## src/rtl/prarq_pkg.sv

```systemverilog
// Shared types and constants for the partial-reliability ARQ sender.
// Used by prarq_history and partial_reliability_arq_sender; depends on nothing.
`default_nettype none

package prarq_pkg;

    // Field widths fixed by the interface
    localparam int CMD_W       = 2;
    localparam int ACTION_W    = 3;
    localparam int TARGET_W    = 10;
    localparam int RETRY_W     = 8;
    localparam int COUNT_W     = 10;
    localparam int CFG_INDEX_W = 1;
    localparam int CFG_DATA_W  = 10;
    localparam int S_TDATA_W   = 8;
    localparam int M_TDATA_W   = 32;

    // Reliability is held in thousandths
    localparam int RELIABILITY_SCALE = 1000;

    // Input commands
    localparam logic [CMD_W-1:0] CMD_SEND    = 2'd0;
    localparam logic [CMD_W-1:0] CMD_ACK     = 2'd1;
    localparam logic [CMD_W-1:0] CMD_TIMEOUT = 2'd2;

    // Result actions
    localparam logic [ACTION_W-1:0] ACT_IGNORED    = 3'd0;
    localparam logic [ACTION_W-1:0] ACT_TX_NEW     = 3'd1;
    localparam logic [ACTION_W-1:0] ACT_RETRANSMIT = 3'd2;
    localparam logic [ACTION_W-1:0] ACT_HANDSHAKE  = 3'd3;
    localparam logic [ACTION_W-1:0] ACT_DELIVERED  = 3'd4;
    localparam logic [ACTION_W-1:0] ACT_DROPPED    = 3'd5;

    // Configuration register indexes
    localparam logic [CFG_INDEX_W-1:0] CFG_TARGET_RELIABILITY = 1'd0;
    localparam logic [CFG_INDEX_W-1:0] CFG_MAX_RETRIES        = 1'd1;

    // Register reset values
    localparam logic [TARGET_W-1:0] TARGET_RESET      = 10'd500;
    localparam logic [RETRY_W-1:0]  MAX_RETRIES_RESET = 8'd10;
    localparam logic [RETRY_W-1:0]  RETRY_SATURATE    = 8'd255;

    // Request from the sender control to the outcome history
    typedef struct packed {
        logic clear;
        logic record;
        logic outcome;
    } hist_cmd_t;

endpackage

`default_nettype wire

```

## src/rtl/prarq_ram.sv

```systemverilog
// Generic single-write, single-read RAM with a registered read port.
// Stand-alone; no package needed.
`default_nettype none

module prarq_ram #(
    parameter int WIDTH = 1,
    parameter int DEPTH = 512,
    localparam int AW = $clog2(DEPTH)
) (
    input  wire logic             aclk,
    input  wire logic             wr_en,
    input  wire logic [AW-1:0]    wr_addr,
    input  wire logic [WIDTH-1:0] wr_data,
    input  wire logic [AW-1:0]    rd_addr,
    output logic      [WIDTH-1:0] rd_data
);

    logic [WIDTH-1:0] mem [DEPTH];

    // Write port and registered read port
    always_ff @(posedge aclk) begin
        if (wr_en) begin
            mem[wr_addr] <= wr_data;
        end
        rd_data <= mem[rd_addr];
    end

endmodule

`default_nettype wire

```

## src/rtl/prarq_history.sv

```systemverilog
// Sliding outcome history with running fill and success counts and the
// retransmit decision. Depends on prarq_pkg and prarq_ram.
`default_nettype none

module prarq_history #(
    parameter int HISTORY_DEPTH = 512,
    localparam int AW = $clog2(HISTORY_DEPTH),
    localparam int FW = $clog2(HISTORY_DEPTH + 1)
) (
    input  wire logic                            aclk,
    input  wire logic                            aresetn,
    input  wire prarq_pkg::hist_cmd_t            cmd,
    input  wire logic [prarq_pkg::TARGET_W-1:0]  target,
    output logic                                 resend_ok,
    output logic      [FW-1:0]                   fill_next,
    output logic      [FW-1:0]                   succ_next
);

    localparam int PW = FW + prarq_pkg::TARGET_W + 1;

    logic [AW-1:0] oldest_reg, oldest_next;
    logic [FW-1:0] fill_reg, succ_reg;
    logic          byp_hit_reg, byp_bit_reg;
    logic          ram_q, rd_bit;
    logic          full;
    logic [FW:0]   slot_sum, slot_wrap;
    logic [AW:0]   oldest_inc;
    logic [AW-1:0] oldest_adv;
    logic          wr_en;
    logic [AW-1:0] wr_addr;
    logic          wr_data;
    logic [PW-1:0] scaled_succ, target_fill, upper_fill;

    assign full = (fill_reg == FW'(HISTORY_DEPTH));

    // Slot after the newest entry, wrapped into the ring
    assign slot_sum  = (FW + 1)'(oldest_reg) + (FW + 1)'(fill_reg);
    assign slot_wrap = (slot_sum >= (FW + 1)'(HISTORY_DEPTH))
                     ? slot_sum - (FW + 1)'(HISTORY_DEPTH) : slot_sum;

    // Oldest pointer advanced by one with wrap
    assign oldest_inc = (AW + 1)'(oldest_reg) + (AW + 1)'(1);
    assign oldest_adv = (oldest_inc == (AW + 1)'(HISTORY_DEPTH))
                      ? '0 : oldest_inc[AW-1:0];

    // The RAM read always follows the oldest entry; a write to that same
    // entry in the read cycle is forwarded.
    assign rd_bit = byp_hit_reg ? byp_bit_reg : ram_q;

    // Counter and pointer updates for a record or clear request
    always_comb begin
        fill_next   = fill_reg;
        succ_next   = succ_reg;
        oldest_next = oldest_reg;
        wr_en       = 1'b0;
        wr_addr     = slot_wrap[AW-1:0];
        wr_data     = cmd.outcome;
        if (cmd.clear) begin
            fill_next   = '0;
            succ_next   = '0;
            oldest_next = '0;
        end else if (cmd.record) begin
            wr_en = 1'b1;
            if (!full) begin
                fill_next = fill_reg + FW'(1);
                succ_next = succ_reg + FW'(cmd.outcome);
            end else begin
                wr_addr     = oldest_reg;
                succ_next   = succ_reg - FW'(rd_bit) + FW'(cmd.outcome);
                oldest_next = oldest_adv;
            end
        end
    end

    // Exact reliability compare against target and target plus one thousandth
    assign scaled_succ = PW'(succ_reg) * PW'(prarq_pkg::RELIABILITY_SCALE);
    assign target_fill = PW'(target) * PW'(fill_reg);
    assign upper_fill  = target_fill + PW'(fill_reg);

    always_comb begin
        if (fill_reg == '0) begin
            resend_ok = (target != '0);
        end else begin
            resend_ok = (scaled_succ < upper_fill) && (scaled_succ != target_fill);
        end
    end

    // History state registers
    always_ff @(posedge aclk) begin
        if (!aresetn) begin
            oldest_reg  <= '0;
            fill_reg    <= '0;
            succ_reg    <= '0;
            byp_hit_reg <= 1'b0;
        end else begin
            oldest_reg  <= oldest_next;
            fill_reg    <= fill_next;
            succ_reg    <= succ_next;
            byp_hit_reg <= wr_en && (wr_addr == oldest_next);
        end
    end

    always_ff @(posedge aclk) begin
        byp_bit_reg <= wr_data;
    end

    prarq_ram #(
        .WIDTH (1),
        .DEPTH (HISTORY_DEPTH)
    ) u_ram (
        .aclk    (aclk),
        .wr_en   (wr_en),
        .wr_addr (wr_addr),
        .wr_data (wr_data),
        .rd_addr (oldest_next),
        .rd_data (ram_q)
    );

endmodule

`default_nettype wire

```

## src/rtl/partial_reliability_arq_sender.sv

```systemverilog
// Stop-and-wait ARQ sender with alternating sequence bit and partial reliability.
// Depends on prarq_pkg and prarq_history (which holds the prarq_ram history).
//
// Usage:
// Events enter on the s_ stream: s_tuser carries the command (send, ack,
// timeout), s_tdata the arriving header bits. Every accepted event gives
// exactly one result transaction on the m_ stream: m_tuser carries the action,
// m_tdata the sequence bit, give-up flag, retry count and history counts.
// Target reliability and retry limit are written through the cfg_ port, which
// is always ready; write it only while the block is idle.
// An accepted event passes through the input register and the result register
// to m_tvalid. Throughput is one event per cycle while m_tready stays high,
// limited by the single pass through the control logic, the history counters
// and the one target-by-fill multiply in the retransmit decision.
// An input register and a result register part the two sides; when m_tready
// is low both hold their transaction and s_tready falls once both are full.
// Reset (aresetn low, synchronous) empties both registers, returns the sender
// to idle with sequence bit zero, empties the history and restores the
// registers to 500 and 10. The history store is tracked by its fill count, so
// no clearing pass follows reset.
`default_nettype none

module partial_reliability_arq_sender #(
    parameter int HISTORY_DEPTH = 512
) (
    input  wire logic                                aclk,
    input  wire logic                                aresetn,
    // Event stream
    input  wire logic                                s_tvalid,
    output logic                                     s_tready,
    input  wire logic [prarq_pkg::S_TDATA_W-1:0]     s_tdata,  // ack_flag, syn_flag, ack_number
    input  wire logic [prarq_pkg::CMD_W-1:0]         s_tuser,  // command
    // Result stream
    output logic                                     m_tvalid,
    input  wire logic                                m_tready,
    output logic      [prarq_pkg::M_TDATA_W-1:0]     m_tdata,  // sequence_bit, gave_up,
                                                               // retries_used, success_count,
                                                               // filled_count
    output logic      [prarq_pkg::ACTION_W-1:0]      m_tuser,  // action
    // Configuration writes
    input  wire logic                                cfg_valid,
    output logic                                     cfg_ready,
    input  wire logic [prarq_pkg::CFG_INDEX_W-1:0]   cfg_index,
    input  wire logic [prarq_pkg::CFG_DATA_W-1:0]    cfg_data
);

    localparam int FW = $clog2(HISTORY_DEPTH + 1);
    localparam int CW = prarq_pkg::COUNT_W;

    // Input register
    logic                            in_valid_reg;
    logic [prarq_pkg::CMD_W-1:0]     in_cmd_reg;
    logic                            in_ack_reg, in_syn_reg, in_num_reg;

    // Sender state and configuration
    logic                            next_seq_reg, next_seq_next;
    logic                            awaiting_reg, awaiting_next;
    logic [prarq_pkg::RETRY_W-1:0]   retry_reg, retry_next, retry_inc;
    logic [prarq_pkg::TARGET_W-1:0]  target_reg;
    logic [prarq_pkg::RETRY_W-1:0]   max_retries_reg;

    // Result register
    logic                            out_valid_reg;
    logic [prarq_pkg::ACTION_W-1:0]  out_action_reg, action_next;
    logic                            out_seq_reg, seq_next;
    logic                            out_gave_reg, gave_next;
    logic [prarq_pkg::RETRY_W-1:0]   out_retries_reg;
    logic [CW-1:0]                   out_succ_reg, out_fill_reg;

    logic                            move;
    logic                            retransmit;
    logic                            outstanding;
    prarq_pkg::hist_cmd_t            hist_cmd;
    logic                            hist_resend_ok;
    logic [FW-1:0]                   hist_fill_next, hist_succ_next;
    logic [FW+CW-1:0]                fill_ext, succ_ext;

    // Handshakes: an event moves on when the result register is free or drains
    assign move      = in_valid_reg && (!out_valid_reg || m_tready);
    assign s_tready  = !in_valid_reg || move;
    assign cfg_ready = 1'b1;

    assign m_tvalid = out_valid_reg;
    assign m_tuser  = out_action_reg;
    assign m_tdata  = {2'b00, out_fill_reg, out_succ_reg, out_retries_reg,
                       out_gave_reg, out_seq_reg};

    assign outstanding = ~next_seq_reg;
    assign retry_inc   = (retry_reg == prarq_pkg::RETRY_SATURATE)
                       ? retry_reg : retry_reg + 8'd1;

    // Event decode and state update
    always_comb begin
        next_seq_next    = next_seq_reg;
        awaiting_next    = awaiting_reg;
        retry_next       = retry_reg;
        action_next      = prarq_pkg::ACT_IGNORED;
        seq_next         = 1'b0;
        gave_next        = 1'b0;
        retransmit       = 1'b0;
        hist_cmd         = '0;
        case (in_cmd_reg)
            prarq_pkg::CMD_SEND: begin
                seq_next      = next_seq_reg;
                next_seq_next = ~next_seq_reg;
                awaiting_next = 1'b1;
                retry_next    = '0;
                action_next   = prarq_pkg::ACT_TX_NEW;
            end
            prarq_pkg::CMD_ACK: begin
                if (awaiting_reg) begin
                    if (in_syn_reg && in_ack_reg) begin
                        action_next    = prarq_pkg::ACT_HANDSHAKE;
                        next_seq_next  = ~next_seq_reg;
                        awaiting_next  = 1'b0;
                        hist_cmd.clear = 1'b1;
                    end else if (in_ack_reg && (in_num_reg == next_seq_reg)) begin
                        action_next      = prarq_pkg::ACT_DELIVERED;
                        seq_next         = outstanding;
                        hist_cmd.record  = 1'b1;
                        hist_cmd.outcome = 1'b1;
                        awaiting_next    = 1'b0;
                    end else begin
                        retransmit = 1'b1;
                    end
                end
            end
            prarq_pkg::CMD_TIMEOUT: begin
                if (awaiting_reg) begin
                    if (hist_resend_ok) begin
                        retransmit = 1'b1;
                    end else begin
                        action_next      = prarq_pkg::ACT_DROPPED;
                        seq_next         = outstanding;
                        next_seq_next    = ~next_seq_reg;
                        hist_cmd.record  = 1'b1;
                        hist_cmd.outcome = 1'b0;
                        awaiting_next    = 1'b0;
                    end
                end
            end
            default: begin
            end
        endcase
        // Retransmission counts a retry and may hit the limit
        if (retransmit) begin
            action_next = prarq_pkg::ACT_RETRANSMIT;
            seq_next    = outstanding;
            retry_next  = retry_inc;
            if (retry_inc >= max_retries_reg) begin
                gave_next     = 1'b1;
                awaiting_next = 1'b0;
            end
        end
        // History changes only when the event is actually processed
        if (!move) begin
            hist_cmd = '0;
        end
    end

    // History counts reported modulo 2^10
    assign fill_ext = {{CW{1'b0}}, hist_fill_next};
    assign succ_ext = {{CW{1'b0}}, hist_succ_next};

    prarq_history #(
        .HISTORY_DEPTH (HISTORY_DEPTH)
    ) u_history (
        .aclk      (aclk),
        .aresetn   (aresetn),
        .cmd       (hist_cmd),
        .target    (target_reg),
        .resend_ok (hist_resend_ok),
        .fill_next (hist_fill_next),
        .succ_next (hist_succ_next)
    );

    // Control registers
    always_ff @(posedge aclk) begin
        if (!aresetn) begin
            in_valid_reg    <= 1'b0;
            out_valid_reg   <= 1'b0;
            next_seq_reg    <= 1'b0;
            awaiting_reg    <= 1'b0;
            retry_reg       <= '0;
            target_reg      <= prarq_pkg::TARGET_RESET;
            max_retries_reg <= prarq_pkg::MAX_RETRIES_RESET;
        end else begin
            if (s_tready) begin
                in_valid_reg <= s_tvalid;
            end
            if (move) begin
                out_valid_reg <= 1'b1;
                next_seq_reg  <= next_seq_next;
                awaiting_reg  <= awaiting_next;
                retry_reg     <= retry_next;
            end else if (m_tready) begin
                out_valid_reg <= 1'b0;
            end
            if (cfg_valid && cfg_ready) begin
                if (cfg_index == prarq_pkg::CFG_TARGET_RELIABILITY) begin
                    target_reg <= cfg_data;
                end else if (cfg_index == prarq_pkg::CFG_MAX_RETRIES) begin
                    max_retries_reg <= cfg_data[prarq_pkg::RETRY_W-1:0];
                end
            end
        end
    end

    // Payload registers
    always_ff @(posedge aclk) begin
        if (s_tready && s_tvalid) begin
            in_cmd_reg <= s_tuser;
            in_ack_reg <= s_tdata[0];
            in_syn_reg <= s_tdata[1];
            in_num_reg <= s_tdata[2];
        end
        if (move) begin
            out_action_reg  <= action_next;
            out_seq_reg     <= seq_next;
            out_gave_reg    <= gave_next;
            out_retries_reg <= retry_next;
            out_succ_reg    <= succ_ext[CW-1:0];
            out_fill_reg    <= fill_ext[CW-1:0];
        end
    end

    // A processed send always leaves the sender waiting for an acknowledgement.
    assert property (@(posedge aclk) disable iff (!aresetn)
        move && (in_cmd_reg == prarq_pkg::CMD_SEND) |=> awaiting_reg)
        else $error("send did not start waiting for an acknowledgement");

    // Giving up returns the sender to idle and reports a retransmission.
    assert property (@(posedge aclk) disable iff (!aresetn)
        move && gave_next |=> !awaiting_reg && out_valid_reg
            && (out_action_reg == prarq_pkg::ACT_RETRANSMIT))
        else $error("give-up did not return the sender to idle");

    // An event taken from the input register always lands in the result register.
    assert property (@(posedge aclk) disable iff (!aresetn)
        move |=> out_valid_reg && (out_retries_reg == retry_reg))
        else $error("processed event lost or retry count mismatch");

endmodule

`default_nettype wire
```

## config.mk

```make
export PLATFORM = sky130hd
export DESIGN_NAME = partial_reliability_arq_sender
export DESIGN_NICKNAME = d
export VERILOG_FILES = /design/src/rtl/prarq_pkg.sv /design/src/rtl/prarq_ram.sv /design/src/rtl/prarq_history.sv /design/src/rtl/partial_reliability_arq_sender.sv
export SDC_FILE = /design/constraint.sdc
export NUM_CORES = 1
export LEC_CHECK = 0
export BUFFER_PORTS_ARGS = -buffer_cell sky130_fd_sc_hd__buf_2
export CORE_MARGIN = 2
export CORE_UTILIZATION = 58
export CTS_CLUSTER_DIAMETER = 150
export CTS_CLUSTER_SIZE = 14
export DETAILED_ROUTE_END_ITERATION = 6
export PLACE_DENSITY = 0.77
export SLEW_MARGIN = 20
export SYNTH_ARGS = -nofsm -noshare
export SYNTH_HDL_FRONTEND = slang
export SYNTH_HIERARCHICAL = 1
export SYNTH_SLANG_ARGS = --single-unit
```

## constraint.sdc

```tcl
create_clock -name aclk -period 31.3 [get_ports aclk]
set_input_delay 7.825 -clock aclk [delete_from_list [all_inputs] [get_ports aclk]]
set_output_delay 7.825 -clock aclk [all_outputs]
set_load 0.01 [all_outputs]
```

-- Word-level counts from Yosys, hierarchy flattened
Memories as Yosys holds them, arrays and structs flattened. A register that Yosys moved wholly into a read port is not among the register bits.
Cells that the tools add are included.
W data, S select, Z words.
- bits in writable memories: 512
- output and inout bits: 38
- memories kept: 1
- register bits: 99
- logic and storage cells: 131
- memories (name ; words ; width ; rd ports ; clocked after Yosys merged registers in ; wr ports ; line ; RTL):
    u_history.u_ram.mem ; 512 ; 1 ; 1 ; 1 ; 1 ; prarq_ram.sv:18 ; logic [WIDTH-1:0] mem [DEPTH];
- equality and inequality tests: 12
- reduce and logical (&&, ||, !) cells: 18
- mux-type cells: 62
- $mul: 2
- add/sub/neg operators: 9
- bitwise operators: 2
- magnitude comparators: 3
- operators by type and width (cell ; count):
    $mux W9 ; 8
    $mux W10 ; 6
    $mux W1 ; 28
    $mux W8 ; 3
    $add A20 B10 Y21 ; 1
    $lt A20 B21 Y1 ; 1
    $mux W3 ; 7
    $add A10 B1 Y10 ; 2
    $eq A10 B10 Y1 const B ; 2
    $mul A10 B10 Y20 ; 1
    $ne A20 B20 Y1 ; 1
    $mul A10 B7 Y17 const B ; 1
    $add A9 B10 Y11 ; 1
    $ge A11 B10 Y1 const B ; 1
    $add A10 B1 Y10 const B ; 1
    $add A9 B1 Y10 const B ; 1
    $logic_not A10 Y1 ; 1
    $reduce_bool A10 Y1 ; 1
    $sub A10 B1 Y10 ; 1
    $eq A9 B9 Y1 ; 1
    $pmux W1 S3 ; 3
    $pmux W3 S3 ; 1
    $sub A9 B1 Y9 const B ; 1
    $add A8 B1 Y8 const B ; 1
    18 further kinds ; 33

-- Longest topological paths before layout
- word-level depth: 13
- depth in mapped cells: 51

-- Modules after synthesis
Netlist, hierarchy kept.
- by module, submodules not included (module ; sequential area each (µm²) ; cells each ; times used ; area an instance (µm²)):
    prarq_ram ; 15394.8 ; 1615 ; 1 ; 22609.2
    prarq_history ; 620.6 ; 1029 ; 1 ; 8745.9
    partial_reliability_arq_sender ; 1741.7 ; 300 ; 1 ; 3103.0

-- Worst setup path after synthesis
No wires, ideal clock.
- kind: input to register
- start point: in m_tready
- end point: mem u_history.u_ram.mem[0] (data pin)
- required time: 27287 ps
- data arrival time: 27466 ps
- stages: 3
- buffers on the path: 0
- slack: -179 ps
- path through: nor2b_4 or2b_2 nor3_1
- RTL lines (item ; line ; RTL):
    start, declared ; partial_reliability_arq_sender.sv:35 ; input wire logic m_tready,
    end, declared ; prarq_ram.sv:18 ;

-- Final worst setup path
- start point: in m_tready
- end point: out s_tready
- cells in the longest elaborated chain, start to end: 3
- RTL lines (item ; line ; RTL):
    $logic_or A1 B1 Y1 ; partial_reliability_arq_sender.sv:79 ; assign move = in_valid_reg && (!out_valid_reg || m_tready);
    $logic_and A1 B1 Y1 ; partial_reliability_arq_sender.sv:79 ;
    $logic_or A1 B1 Y1 ; partial_reliability_arq_sender.sv:80 ; assign s_tready = !in_valid_reg || move;
    end, declared ; partial_reliability_arq_sender.sv:30 ; output logic s_tready,
Every way passes these cells.

==> metrics.csv <==
stage,metric,value,unit
floorplan,initial core utilization,58.5,%
global_routing,global-route wire length before repair,127000,µm
cts,clock latency on the worst-skew pair,0.60,ns
critical_path,kind of cell adding the most delay to the critical path,buffers and inverters,
critical_path,cells along the critical path,buf_2 -> nor2b_4 -> nand2_1 -> buf_2,
synth,Compound-Gate Fraction of Synth Area,7.57,%
critical_path,"Data arrival, critical path",8.27,ns
critical_path,Required @ worst endpoint,23.48,ns
global_routing,gr busiest metal,met2,
critical_path,R2R depth,45,
place,Routability Congestion,0.885,
synth,Mapped Cells,2944,
timing,fin crit period,16.09,ns
timing,setup ws final,15.21,ns
hold_path,Worst Hold Class,reg -> reg,
critical_path,Max stage delay on crit path,0.14,ns
synth,largest family of logic cells by synthesized area,simple AND/OR/NAND/NOR gates,
timing,Setup Viol. Count Final,0,
critical_path,Worst Path Max Fanout,4,
final_layout,Multi-input gate area,15200,µm²
place,Placement Setup Slack,15.20,ns
drt,WL/cell,22.0,µm
final_layout,Final #Nets,3183,
final_layout,Reg with most FFs,u_history/u_ram/mem,
place,post-DP HPWL,50500,µm
pwr,LEAKAGE,14.1,nW
outcome,status,"finished, final reports clean",
drt,DRC viols,0,
timing,Final Skew,0.0187,ns
cts,Clock Tree Buf Depth,3,
final_layout,layout cells sized above 1,8.21,%
global_routing,met1 Track Usage GR,34.1,%
pwr,Max rail drop VDD,0.0507,mV
floorplan,die area,61400,µm²
floorplan,Core ar.,58900,µm²
floorplan,Die W,248,µm
final_layout,final-layout fill cell count,4485,
synth,xor/xnor share of the synthesized area,2.90,%
floorplan,row cnt,89,
final_layout,Layout area overhead,5.78,%
synth,number of synthesized flops with an enable pin,550,
drt,Post-Route WL,81500,µm
critical_path,slowest CP cell,buf_2,
timing,worst slew pin tran,1.23,ns
synth,Synth Area in Adders,11.3,%
global_routing,Global Route met2 Usage,46.8,%
cts,post-CTS sizing,0,
pwr,pwr/cell area,40.5,nW/µm²
synth,synthesized area per cell,11.7,µm²
run,Max-Cap Viols,0,
synth,"Seq/Total Area, Yosys",51.5,%
global_routing,number of global-route vias before repair,23309,
floorplan,IO Count,64,
cts,Post-CTS Setup Bufs,0,
cts,Worst-path clk slew,0.07,ns
critical_path,CP Buf/Inv Count,2,
synth,simple-gate share of the synthesized area,13.6,%
critical_path,startpoint types,input pin,
synth,synthesis warning total,6,
critical_path,critical path depth,4,
cts,cts hold-fix bufs,0,
floorplan,die height,248,µm
cts,CTS tree,yes,
drt,Routed Antenna Nets,0,
final_layout,Seq. cell area,17800,µm²
cts,Root Buffer,clkbuf_16,
drt,Via-to-Cell Ratio,6.29,
timing,final worst path period share,51.4,%
final_layout,max FFs per register,512,
drt,Iter 0 DRT Violations,2435,
global_routing,met3 Usage GRT,3.94,%
critical_path,crit end category,output port,
synth,Synth Cell Area,34500,µm²
synth,asr flop ratio synth,0,%
global_routing,grt total ovfl,0,
synth,mux share of post-synthesis cell area,8.58,%
timing,achievable frequency,62.1,MHz
timing,TNS Setup,0,ns
synth,Main synth FF type,edfxtp_1,
synth,post-synth cell types,90,
drt,Vias,23276,
timing,unrepaired setup endpoints after global routing,no,
drt,Initial DRT Pass Iterations,6,
hold_path,hold path depth,2,
cts,CTS buffer count,49,
critical_path,dominant cell type by count on the critical path,buf_2,
global_routing,initial antenna violation count,4,
timing,final hold viol count,0,
timing,Pins Over Slew Limit,0,
global_routing,largest net degree at the start of global routing,148,
cts,CTS H-tree depth,2,
cts,clock sinks,612,
global_routing,GR Util All Layers,26.8,%
place,Port Buffers,55,
synth,"flops & latches, synth",612,
critical_path,Worst Setup Path Type,in -> out,
timing,WHS,0.465,ns
timing,Max-slew headroom,18.1,%
## layout by cell type, fill, tap and decap left out, types with 15 or more instances in the layout
master,Yosys,layout
a21o_1,25,25
a21oi_1,116,115
and2_1,97,97
and3_1,15,15
buf_2,21,55
buf_4,5,37
clkbuf_1,120,19
clkbuf_16,0,50
dfxtp_1,62,62
edfxtp_1,550,550
fa_1,95,95
ha_1,158,158
inv_1,132,132
mux2i_1,121,121
mux4_1,21,21
mux4_2,51,51
nand2_1,196,195
nand3_1,42,38
nand4_1,18,18
nor2_1,593,590
nor3_1,26,25
o211ai_1,18,18
o21ai_0,45,45
o221ai_1,54,54
o22ai_1,29,29
xnor2_1,73,73
xor2_1,36,36
## layout make-up
type | instances | area share [%]
antenna | 5 | 0.0343
clock buffer | 69 | 3.63
clock inverter | 3 | 0.182
inverter | 137 | 1.41
multi-input combinational | 2008 | 41.7
sequential | 612 | 48.7
tap | 773 | 2.65
timing repair buffer | 96 | 1.66
## power by group
group / internal [mW] / total (mW) / switching, mW
Clock: 0.301 / 0.576 / 0.276
Sequential: 0.881 / 0.885 / 0.00424
Combinational: 0.00524 / 0.0151 / 0.00987
## metrics by stage
step,cell area [µm²],power (mW),util (%),cells
finish,36500,1.48,61.9,3703
global route,36400,1.51,61.9,3702
CTS,36400,1.48,61.8,3698
detailed placement,35000,0.918,59.5,3626
global placement,35000,0.917,59.5,3626
floorplan,34500,0.911,-,2945
## routing by layer
metal / up-vias / wire (µm) / part of all wire (%)
li1: 10437 / - / -
met3: 204 / 6060 / 7.4
met2: 1000 / 41500 / 51
met1: 11633 / 31000 / 38
met4: 2 / 2980 / 3.7
met5: - / 13 / 0.016
## final timing paths
check | slack [ns] | start | endpoint
worst max-delay path | 15.21 | m_tready | s_tready
worst min-delay path | 0.47 | max_retries_reg[2] | max_retries_reg[2]
worst max register to register | 17.49 | u_history/fill_reg[6] | u_history/u_ram/rd_data
worst min register to register | 0.47 | max_retries_reg[2] | max_retries_reg[2]
## cell families (layout without fill, tap and decap cells)
family                     after synthesis  in the layout
other                                    2              8
and+or+nand+nor                       1063           1063
xor gates and xnor gates               111            111
DFF                                    612            612
adders and majority gates              253            253
AOI/OAI and AO/OA                      381            381
muxes                                  197            197
buffers and inverters                  325            305
## synth_stat cells, types with 5 or more instances
cell       instances  share of area [%]
a2111oi_0          6               0.15
a211oi_1           9               0.20
a21o_1            25               0.54
a21oi_1          116                1.7
a31oi_1            7               0.13
and2_1            97                1.8
and3_1            15               0.27
buf_1             13               0.14
buf_12             8               0.46
buf_2             21               0.31
buf_4              5               0.11
buf_6             11               0.36
buf_8              7               0.31
clkbuf_1         120                1.3
clkinv_1           5              0.054
dfxtp_1           62                3.6
edfxtp_1         550                 48
fa_1              95                5.5
ha_1             158                5.7
inv_1            132                1.4
mux2i_1          121                3.5
mux4_1            21                1.6
mux4_2            51                3.3
nand2_1          196                2.1
nand2b_1          11               0.20
nand3_1           42               0.61
nand4_1           18               0.33
nor2_1           593                6.5
nor2b_1           11               0.20
nor3_1            26               0.38
nor3b_1            7               0.15
nor4_1            12               0.22
o211ai_1          18               0.39
o21a_1             5               0.11
o21ai_0           45               0.65
o21bai_1          12               0.26
o221ai_1          54                1.4
o22ai_1           29               0.53
o31ai_1            5               0.11
or3_1              5              0.091
xnor2_1           73                1.9
xor2_1            36               0.92
## worst reg2reg max path: cells and delay by family (launching register included)
family	cells	cell delay, ns
flip-flops	1	0.58
AO/OA/AOI/OAI	12	3.09
multiplexers	1	0.67
adder cells (fa/ha/maj)	8	3.49
AND/OR/NAND/NOR	12	2.46
XOR/XNOR	3	0.53
buffers and inverters	9	2.86
(Power assumes the default switching activity.)
